[src/hw/rtl/rar_pkg.sv]
// Package for the rational arithmetic reducer: payload structs, operation codes,
// and the controller-to-datapath command and status structs. No dependencies.
`default_nettype none
package rar_pkg;

    localparam int OpW  = 16;
    localparam int NumW = 33;
    localparam int DenW = 31;

    localparam logic [1:0] OP_ADD = 2'd0;
    localparam logic [1:0] OP_SUB = 2'd1;
    localparam logic [1:0] OP_MUL = 2'd2;
    localparam logic [1:0] OP_DIV = 2'd3;

    typedef struct packed {
        logic [1:0]            operation;
        logic signed [OpW-1:0] left_numerator;
        logic signed [OpW-1:0] left_denominator;
        logic signed [OpW-1:0] right_numerator;
        logic signed [OpW-1:0] right_denominator;
    } in_item_t;

    typedef struct packed {
        logic signed [NumW-1:0] result_numerator;
        logic [DenW-1:0]        result_denominator;
        logic                   error;
    } out_item_t;

    typedef struct packed {
        logic load;
        logic mul1;
        logic mul2;
        logic combine;
        logic gcd_step;
        logic div_start;
        logic div_step;
        logic finish;
    } rar_cmd_t;

    typedef struct packed {
        logic error;
        logic gcd_done;
        logic div_done;
    } rar_sts_t;

endpackage
`default_nettype wire

[src/hw/rtl/rar_datapath.sv]
// Datapath: operand decode, sequential cross products, binary GCD and
// restoring division by the GCD. Depends on rar_pkg.
`default_nettype none
module rar_datapath (
    input  wire logic               clk,
    input  wire rar_pkg::in_item_t  in_item,
    input  wire rar_pkg::rar_cmd_t  cmd,
    output rar_pkg::rar_sts_t       sts,
    output rar_pkg::out_item_t      res
);
    import rar_pkg::*;

    localparam int PW = 2*OpW;     // product magnitude width
    localparam int SW = PW + 1;    // sum magnitude width
    localparam int KW = $clog2(SW + 1);
    localparam int CW = $clog2(SW + 1);

    logic [1:0]     op_reg;
    logic           ln_neg_reg, rn_neg_reg;
    logic [OpW:0]   ln_reg, ld_reg, rn_reg, rd_reg;
    logic           err_reg;
    logic [PW-1:0]  p0_reg, p1_reg, pd_reg;
    logic           p0n_reg, p1n_reg;
    logic           num_neg_reg;
    logic [SW-1:0]  nmag_reg, dmag_reg;
    logic [SW-1:0]  ga_reg, gb_reg;
    logic [KW-1:0]  gk_reg;
    logic [SW-1:0]  g_reg;
    logic [SW-1:0]  qn_reg, qd_reg, rn_rem_reg, rd_rem_reg;
    logic [CW-1:0]  dcnt_reg;
    out_item_t      res_reg;

    function automatic logic [OpW:0] mag_of(input logic [OpW-1:0] v);
        logic [OpW:0] e;
        e = {v[OpW-1], v};
        return v[OpW-1] ? (~e + 1'b1) : e;
    endfunction

    // operand decode, sign moved off denominators
    logic [OpW:0] ln_m, ld_m, rn_m, rd_m;
    logic         dec_err;
    always_comb
    begin
        ln_m = mag_of(in_item.left_numerator);
        ld_m = mag_of(in_item.left_denominator);
        rn_m = mag_of(in_item.right_numerator);
        rd_m = mag_of(in_item.right_denominator);
        dec_err = (ld_m == '0) || (rd_m == '0) ||
                  ((in_item.operation == OP_DIV) && (rn_m == '0));
    end

    // combine the products into numerator and denominator magnitudes
    logic [SW-1:0] a_s, b_s, sum_m;
    logic          a_n, b_n, sum_n;
    always_comb
    begin
        a_s = {1'b0, p0_reg};
        b_s = {1'b0, p1_reg};
        a_n = p0n_reg;
        b_n = p1n_reg ^ (op_reg == OP_SUB);
        if (a_n == b_n)
        begin
            sum_m = a_s + b_s;
            sum_n = a_n;
        end
        else if (a_s >= b_s)
        begin
            sum_m = a_s - b_s;
            sum_n = a_n;
        end
        else
        begin
            sum_m = b_s - a_s;
            sum_n = b_n;
        end
        if (sum_m == '0)
            sum_n = 1'b0;
    end

    // binary gcd step
    logic [SW-1:0] ga_n, gb_n;
    logic [KW-1:0] gk_n;
    always_comb
    begin
        ga_n = ga_reg;
        gb_n = gb_reg;
        gk_n = gk_reg;
        if (ga_reg == '0 || gb_reg == '0)
        begin
            ga_n = ga_reg;
        end
        else if (!ga_reg[0] && !gb_reg[0])
        begin
            ga_n = ga_reg >> 1;
            gb_n = gb_reg >> 1;
            gk_n = gk_reg + 1'b1;
        end
        else if (!ga_reg[0])
            ga_n = ga_reg >> 1;
        else if (!gb_reg[0])
            gb_n = gb_reg >> 1;
        else if (ga_reg >= gb_reg)
            ga_n = (ga_reg - gb_reg) >> 1;
        else
            gb_n = (gb_reg - ga_reg) >> 1;
    end

    // restoring division, numerator and denominator in parallel
    logic [SW:0]   trn, trd;
    logic [SW-1:0] rn_nx, rd_nx;
    always_comb
    begin
        trn = {rn_rem_reg, qn_reg[SW-1]};
        trd = {rd_rem_reg, qd_reg[SW-1]};
        rn_nx = (trn >= {1'b0, g_reg}) ? SW'(trn - {1'b0, g_reg}) : trn[SW-1:0];
        rd_nx = (trd >= {1'b0, g_reg}) ? SW'(trd - {1'b0, g_reg}) : trd[SW-1:0];
    end

    logic [SW-1:0] sgn_num;
    always_comb
    begin
        sgn_num = num_neg_reg ? (~qn_reg + 1'b1) : qn_reg;
    end

    always_ff @(posedge clk)
    begin
        if (cmd.load)
        begin
            op_reg     <= in_item.operation;
            ln_reg     <= ln_m;
            ld_reg     <= ld_m;
            rn_reg     <= rn_m;
            rd_reg     <= rd_m;
            ln_neg_reg <= (in_item.left_numerator[OpW-1] ^ in_item.left_denominator[OpW-1])
                          && (ln_m != '0);
            rn_neg_reg <= (in_item.right_numerator[OpW-1] ^ in_item.right_denominator[OpW-1])
                          && (rn_m != '0);
            err_reg    <= dec_err;
        end
        if (cmd.mul1)
        begin
            // left cross product
            p0_reg  <= PW'(ln_reg * ((op_reg == OP_MUL) ? rn_reg : rd_reg));
            p0n_reg <= ln_neg_reg ^ ((op_reg == OP_MUL) ? rn_neg_reg : 1'b0);
        end
        if (cmd.mul2)
        begin
            p1_reg  <= PW'(rn_reg * ld_reg);
            p1n_reg <= rn_neg_reg;
            pd_reg  <= PW'(ld_reg * ((op_reg == OP_DIV) ? rn_reg : rd_reg));
        end
        if (cmd.combine)
        begin
            if (op_reg == OP_ADD || op_reg == OP_SUB)
            begin
                nmag_reg    <= sum_m;
                num_neg_reg <= sum_n;
            end
            else
            begin
                nmag_reg    <= {1'b0, p0_reg};
                num_neg_reg <= (p0_reg != '0) &&
                               (p0n_reg ^ ((op_reg == OP_DIV) ? rn_neg_reg : 1'b0));
            end
            dmag_reg <= {1'b0, pd_reg};
            ga_reg   <= (op_reg == OP_ADD || op_reg == OP_SUB) ? sum_m : {1'b0, p0_reg};
            gb_reg   <= {1'b0, pd_reg};
            gk_reg   <= '0;
        end
        if (cmd.gcd_step)
        begin
            ga_reg <= ga_n;
            gb_reg <= gb_n;
            gk_reg <= gk_n;
        end
        if (cmd.div_start)
        begin
            g_reg      <= ((ga_reg | gb_reg) << gk_reg);
            qn_reg     <= nmag_reg;
            qd_reg     <= dmag_reg;
            rn_rem_reg <= '0;
            rd_rem_reg <= '0;
            dcnt_reg   <= CW'(SW);
        end
        if (cmd.div_step)
        begin
            rn_rem_reg <= rn_nx;
            rd_rem_reg <= rd_nx;
            qn_reg     <= {qn_reg[SW-2:0], (trn >= {1'b0, g_reg})};
            qd_reg     <= {qd_reg[SW-2:0], (trd >= {1'b0, g_reg})};
            dcnt_reg   <= dcnt_reg - 1'b1;
        end
        if (cmd.finish)
        begin
            if (err_reg)
            begin
                res_reg.result_numerator   <= '0;
                res_reg.result_denominator <= '0;
                res_reg.error              <= 1'b1;
            end
            else
            begin
                res_reg.result_numerator   <= NumW'(sgn_num);
                res_reg.result_denominator <= DenW'(qd_reg);
                res_reg.error              <= 1'b0;
            end
        end
    end

    always_comb
    begin
        sts.error    = err_reg;
        sts.gcd_done = (ga_reg == '0) || (gb_reg == '0);
        sts.div_done = (dcnt_reg == '0);
        res          = res_reg;
    end

endmodule
`default_nettype wire

[src/hw/rtl/rar_ctrl.sv]
// Controller: sequences load, products, gcd, division and output handshake.
// Depends on rar_pkg.
`default_nettype none
module rar_ctrl (
    input  wire logic              clk,
    input  wire logic              rst_n,
    input  wire logic              in_valid,
    output logic                   in_ready,
    output logic                   out_valid,
    input  wire logic              out_ready,
    input  wire rar_pkg::rar_sts_t sts,
    output rar_pkg::rar_cmd_t      cmd
);
    import rar_pkg::*;

    localparam logic [2:0] S_IDLE = 3'd0;
    localparam logic [2:0] S_MUL1 = 3'd1;
    localparam logic [2:0] S_MUL2 = 3'd2;
    localparam logic [2:0] S_COMB = 3'd3;
    localparam logic [2:0] S_GCD  = 3'd4;
    localparam logic [2:0] S_DIV  = 3'd5;
    localparam logic [2:0] S_FIN  = 3'd6;

    logic [2:0] state_reg, state_next;
    logic       ov_reg, ov_next;

    always_comb
    begin
        cmd        = '0;
        state_next = state_reg;
        ov_next    = ov_reg;
        if (ov_reg && out_ready)
            ov_next = 1'b0;
        in_ready = (state_reg == S_IDLE);
        unique case (state_reg)
            S_IDLE:
            begin
                if (in_valid)
                begin
                    cmd.load   = 1'b1;
                    state_next = S_MUL1;
                end
            end
            S_MUL1:
            begin
                cmd.mul1   = 1'b1;
                state_next = sts.error ? S_FIN : S_MUL2;
            end
            S_MUL2:
            begin
                cmd.mul2   = 1'b1;
                state_next = S_COMB;
            end
            S_COMB:
            begin
                cmd.combine = 1'b1;
                state_next  = S_GCD;
            end
            S_GCD:
            begin
                if (sts.gcd_done)
                begin
                    cmd.div_start = 1'b1;
                    state_next    = S_DIV;
                end
                else
                    cmd.gcd_step = 1'b1;
            end
            S_DIV:
            begin
                if (sts.div_done)
                    state_next = S_FIN;
                else
                    cmd.div_step = 1'b1;
            end
            S_FIN:
            begin
                // wait until the output register is free
                if (!ov_reg || out_ready)
                begin
                    cmd.finish = 1'b1;
                    ov_next    = 1'b1;
                    state_next = S_IDLE;
                end
            end
            default: state_next = S_IDLE;
        endcase
    end

    always_ff @(posedge clk or negedge rst_n)
    begin
        if (!rst_n)
        begin
            state_reg <= S_IDLE;
            ov_reg    <= 1'b0;
        end
        else
        begin
            state_reg <= state_next;
            ov_reg    <= ov_next;
        end
    end

    assign out_valid = ov_reg;

endmodule
`default_nettype wire

[src/hw/rtl/rational_arith_reduce.sv]
// Rational arithmetic with GCD reduction: one result transaction per input transaction.
// Steps: load, cross products, combine, binary-GCD steps, division by the GCD, finish;
// an error transaction goes from the first product straight to finish. One transaction in
// flight; a result held in the output register delays only the finish.
// Reset (rst_n, asynchronous, active low) idles the controller and drops any pending result.
// Depends on rar_pkg, rar_ctrl, rar_datapath.
`default_nettype none
module rational_arith_reduce (
    input  wire logic               clk,
    input  wire logic               rst_n,
    input  wire logic               in_valid,
    output logic                    in_ready,
    input  wire rar_pkg::in_item_t  in_data,
    output logic                    out_valid,
    input  wire logic               out_ready,
    output rar_pkg::out_item_t      out_data
);
    import rar_pkg::*;

    rar_cmd_t cmd;
    rar_sts_t sts;

    // sequence the transaction
    rar_ctrl u_ctrl (
        .clk       (clk),
        .rst_n     (rst_n),
        .in_valid  (in_valid),
        .in_ready  (in_ready),
        .out_valid (out_valid),
        .out_ready (out_ready),
        .sts       (sts),
        .cmd       (cmd)
    );

    // hold operands, reduce, and register the result
    rar_datapath u_dp (
        .clk     (clk),
        .in_item (in_data),
        .cmd     (cmd),
        .sts     (sts),
        .res     (out_data)
    );

endmodule
`default_nettype wire

[config.mk]
export PLATFORM = sky130hd
export DESIGN_NAME = rational_arith_reduce
export DESIGN_NICKNAME = d
export VERILOG_FILES = /design/src/hw/rtl/rar_pkg.sv /design/src/hw/rtl/rar_datapath.sv /design/src/hw/rtl/rar_ctrl.sv /design/src/hw/rtl/rational_arith_reduce.sv
export SDC_FILE = /design/constraint.sdc
export NUM_CORES = 2
export LEC_CHECK = 0
export ABC_AREA = 1
export BUFFER_PORTS_ARGS = -buffer_cell sky130_fd_sc_hd__buf_2
export CAP_MARGIN = 20
export CORE_ASPECT_RATIO = 0.8
export CORE_MARGIN = 5
export CORE_UTILIZATION = 40
export DETAILED_ROUTE_END_ITERATION = 8
export HOLD_SLACK_MARGIN = 0.12
export SYNTH_ARGS = -nofsm -noshare
export SYNTH_HDL_FRONTEND = slang
export SYNTH_SLANG_ARGS = --single-unit
[constraint.sdc]
create_clock -name clk -period 13.7 [get_ports clk]
set_input_delay 1.37 -clock clk [delete_from_list [all_inputs] [get_ports clk]]
set_output_delay 1.37 -clock clk [all_outputs]
set_load 0.02 [all_outputs]
# [After elaboration in Yosys (flattened, before gate mapping)]
# Index checks and enable logic that the tools add are counted.
[totals] reg_bits=549 word_cells=187 out_inout_bits=67 inputBits=70
[classes] shift=1 n_lt_le_gt_ge=4 multipliers=3 n_bitwise=11 mux=67 n_reduce_logical=34 n_eq_ne=21 addsub=14
[op_table] op="2-to-1 mux 33 bit" count=27
[op_table] op="subtractor 33 bit" count=4
[op_table] op="2-to-1 mux 17 bit" count=6
[op_table] op="logical NOT 33 bit" count=3
[op_table] op="adder 17 x 1 -> 17 bit (second input constant)" count=4
[op_table] op=">= comparator 34 x 33 -> 1 bit" count=2
[op_table] op="NOT 17 bit" count=4
[op_table] op="subtractor 32 x 32 -> 33 bit" count=2
[op_table] op="multiplier 17 x 32 -> 32 bit" count=2
[op_table] op="logical NOT 17 bit" count=3
[op_table] op="2-to-1 mux 6 bit" count=6
[op_table] op="nonzero test 17 bit" count=2
[op_table] op="adder 32 x 32 -> 33 bit" count=1
[op_table] op="adder 33 x 1 -> 33 bit (second input constant)" count=1
[op_table] op=">= comparator 33 bit" count=1
[op_table] op="NOT 33 bit" count=1
[op_table] op="OR 33 bit" count=1
[op_table] op="<< shifter 33 x 6 -> 33 bit" count=1
[op_table] op=">= comparator 32 bit" count=1
[op_table] op="multiplier 17 x 17 -> 32 bit" count=1
[op_table] op="nonzero test 32 bit" count=1
[op_table] op="2-to-1 mux 1 bit" count=21
[op_table] op="one-hot mux 3 bit (7 select lines)" count=1
[op_table] op="2-to-1 mux 3 bit" count=5
[op_table] op="24 further kinds" count=54

# [Depth between registers and ports, before layout]
[depth] depth_word=7 ltp_mapped=37 depth_no_buf=33

# [Modules after synthesis]
# A second synthesis with hierarchy kept.
[unflattened] hier_cells=8695 hier_area_um2=67937.7
[modules_own_cells] mod="rar_datapath" cells_per_inst=8646 instances=1 seq_area_each_um2=16335.7 area_each_um2=67638.6
[modules_own_cells] mod="rar_ctrl" cells_per_inst=49 instances=1 seq_area_each_um2=100.1 area_each_um2=299.0

# [Least setup slack after synthesis]
# Ideal clock, no wire load.
[synth_path] path_type="flip-flop to flip-flop" from="reg u_dp.gb_reg[1]" to="reg u_dp.dcnt_reg[0] (enable)" required_ns=12.874 synth_period_minus_slack_ns=11.523 arrival_ns=10.697 setup_ns=0.826 path_slack_ns=2.177 n_path_buf=0 path_stages_with_launch=8 path_cell_list="edfxtp_1 inv_1 nand4_1 nor3_1 nand3_1 nand2_1 inv_1 o21ai_0"
[synth_via] elab_chain_len=5
[synth_lines] item="start, declared" line_no="rar_datapath.sv:26" source="logic [SW-1:0] ga_reg, gb_reg;"
[synth_lines] item="start signal, assigned" line_no="rar_datapath.sv:167" source="gb_reg <= {1'b0, pd_reg};"
[synth_lines] item="start signal, assigned" line_no="rar_datapath.sv:173" source="gb_reg <= gb_n;"
[synth_lines] item="logical NOT 33 bit" line_no="rar_datapath.sv:213" source="sts.gcd_done = (ga_reg == '0) || (gb_reg == '0);"
[synth_lines] item="logical OR 1 bit" line_no="rar_datapath.sv:213"
[synth_lines] item="2-to-1 mux 1 bit" line_no="rar_ctrl.sv:61" source="if (sts.gcd_done)"
[synth_lines] item="2-to-1 mux 2 bit" line_no="rar_ctrl.sv:35" source="unique case (state_reg)"
[synth_lines] item="nonzero test 2 bit (no line)"
[synth_lines] item="end signal, assigned" line_no="rar_datapath.sv:183" source="dcnt_reg <= CW'(SW);"
[synth_lines] item="end signal, assigned" line_no="rar_datapath.sv:191" source="dcnt_reg <= dcnt_reg - 1'b1;"
[synth_lines] item="end, declared" line_no="rar_datapath.sv:30" source="logic [CW-1:0] dcnt_reg;"
# No other way between the ends.
# A chain may end at the register's enable or synchronous reset.

# [Final worst setup path]
[layout_path] from="reg u_dp.op_reg[1]" to="reg u_dp.pd_reg[27], data pin"
[layout_via] elab_chain_len=3
[layout_lines] item="start, declared" line_no="rar_datapath.sv:18" source="logic [1:0] op_reg;"
[layout_lines] item="start signal, assigned" line_no="rar_datapath.sv:129" source="op_reg <= in_item.operation;"
[layout_lines] item="== test 2 bit" line_no="rar_datapath.sv:150" source="pd_reg <= PW'(ld_reg * ((op_reg == OP_DIV) ? rn_reg : rd_reg));"
[layout_lines] item="2-to-1 mux 17 bit" line_no="rar_datapath.sv:150"
[layout_lines] item="multiplier 17 x 32 -> 32 bit" line_no="rar_datapath.sv:150"
[layout_lines] item="end signal, assigned" line_no="rar_datapath.sv:150"
[layout_lines] item="end, declared" line_no="rar_datapath.sv:22" source="logic [PW-1:0] p0_reg, p1_reg, pd_reg;"
# No other way between the ends.

==> out/metrics.cfg <==
[run_status]
status=completed

[sta]
fin_setup_tns_ps=0
fin_crit_sh=0.602
skew_ps=21.5
finalSetupViolations=0
period_minus_slack_ps=8250
max_freq_mhz=121
relSlewSlack=0.196
tightest_slew_ps=1190
final_hold_viol_count=0
rsz0062_at_grt=false
slew_violations=0

[floorplanning]
die_area_sq_um=178000
die_height_microns=378
fp-row-count=135
pin_count=137
fp.coreArea_sq_um=169000
start_util=0.402
die_w_microns=470

[yosys]
yosysSeqAreaShare=0.242
synth_edf_count=544
ys_types=73
netlist.area_leader.share=0.241
ys_seq_elements=548
synth_area_leaders=edfxtp_1 (24%), fa_1 (20%), nand2_1 (11%)
syn_area_per_cell_sq_um=7.90
yosys.area.top_type=edfxtp_1
ys.flop_type=edfxtp_1
syn_inst=8591
ys_async_sr_fraction=0.00730
netlist_area_sq_um=67800
yosys_warnings=0

[setup_path]
critPathTopFamily=adder cells
critical_path.max_stage_delay_ps=970
cp.arrival_ps=8690
crit_fanout=44
crit_slowest_cell=o21ai_0
crit_type=flop to flop
path_buf_inv=6
end_kind=flop
worst_path_most_repeated_cell=fa_1
worstPathRequired_ps=14140
crit_path_start_kind=flop

[routing]
vias=57000
remaining_drc_errors=0
postRouteAntennaNets=0
vias_per_cell=5.23
wl_mm=223
wl_per_cell_microns=20.4
dr.pass1.iters=7
drtIter0Drc=5635

[global_route]
antenna_found_initial=0
grt-ovfl-total=0
grtUsageMet1=0.356
grt_pass1_vias=56100
grt_use_met2=0.380
track_usage=0.247
top_usage_layer=met2
grt_max_degree=74
grt_pass1_wl_mm=339
grtUsageMet3=0.0434

[placement]
gp_congestion=0.993
post-dp-hpwl_mm=181
port_buffers=136

[clock_tree]
numClockSinks=548
clock_latency_ps=690
path_clk_slew_ps=60
cts_tree=done
cts_max_level=3
postCtsSetupRepairBufs=0
cts_buffers=67
cts-root-buf=clkbuf_16
ctsHoldBuffers=0
ctsResizeCount=0
cts_buffer_depth=3

[layout]
largest_register_ff_count=65
layout_commonest_cell=nand2_1
final_cell_mix=nand2_1 (1924), inv_1 (1763), nor2_1 (707)
drive_gt1_frac=0.0534
nets=9878
synthToLayoutAreaGrowth_pct=7.47
fin_util=0.432

[job]
cap_violations=0

[min_path]
min-delay-path-class=flop to flop

==> synthesized netlist by cell type (13+ instances only) <==
master,n
mux2i_1,24
clkbuf_1,191
o211ai_1,21
o21ai_1,85
nor2_1,713
o21bai_1,31
edfxtp_1,544
nand4_1,58
or2_2,13
nand2_2,25
o21a_1,34
a31oi_1,15
nor4_1,36
nor2_2,19
fa_1,676
nand2_1,1927
inv_1,1764
nor3_1,69
xnor2_1,90
a21boi_0,13
buf_6,26
xor2_1,207
buf_1,27
inv_2,21
o21ai_0,450
a21oi_1,471
o31ai_1,26
buf_2,28
nand3_1,241
buf_4,21
a21o_1,23
ha_1,557
==> cell type report <==
type	count	area, sq um
Antenna cell	1	2.50
Clock buffer	82	1810
Clock inverter	37	492
Fill cell	17200	96000
Inverter	1790	6720
Multi-Input combinational cell	5961	43300
Sequential cell	548	16400
Tap cell	2260	2830
Timing Repair Buffer	207	1290
==> worst paths after layout <==
| path | start | end | slack [ps] | cells past startpoint |
|---|---|---|---|---|
| min reg2reg | u_dp.pd_reg[16] | u_dp.dmag_reg[16] | 470 | 0 |
| max | u_dp.op_reg[1] | u_dp.pd_reg[27] | 5450 | 26 |
| max reg2reg | u_dp.op_reg[1] | u_dp.pd_reg[27] | 5450 | 26 |
| min | u_dp.pd_reg[16] | u_dp.dmag_reg[16] | 470 | 0 |
| max in group asynchronous | rst_n | u_ctrl.state_reg[0] | 13080 | 1 |
| min in group asynchronous | rst_n | u_ctrl.out_valid | 490 | 1 |
==> logic make-up after synthesis <==
kind of cell | after synthesis | share of synthesized area
other | 1 | 0.0000553
AOI/OAI and AO/OA | 1245 | 0.102
DFF | 548 | 0.242
adders and majority gates | 1233 | 0.302
muxes | 24 | 0.00354
buffers and inverters | 2085 | 0.120
xor gates and xnor gates | 299 | 0.0392
and+or+nand+nor | 3156 | 0.191
==> per-stage QoR <==
step | worst slack [ps] | instance area (sq um) | hold slack [ps] | std cells
finish | 5450 | 72900 | 473 | 10900
global route | 5000 | 72900 | 454 | 10900
CTS | 5660 | 72800 | 429 | 10900
detailed placement | 5650 | 70500 | 455 | 10800
global placement | 5360 | 70500 | 439 | 10800
floorplan | 2180 | 67900 | 421 | 8594
==> per-layer routing <==
| layer | vias up | wire [microns] | share of wire |
|---|---|---|---|
| li1 | 26800 | - | - |
| met4 | 0 | 7000 | 0.031 |
| met5 | - | 0 | 0 |
| met1 | 27600 | 101000 | 0.45 |
| met2 | 2174 | 96200 | 0.43 |
| met3 | 325 | 18100 | 0.081 |
Power is left out: the tool's default activity adds up to more than one toggle a clock period on the data nets, which glitch-free logic cannot reach.
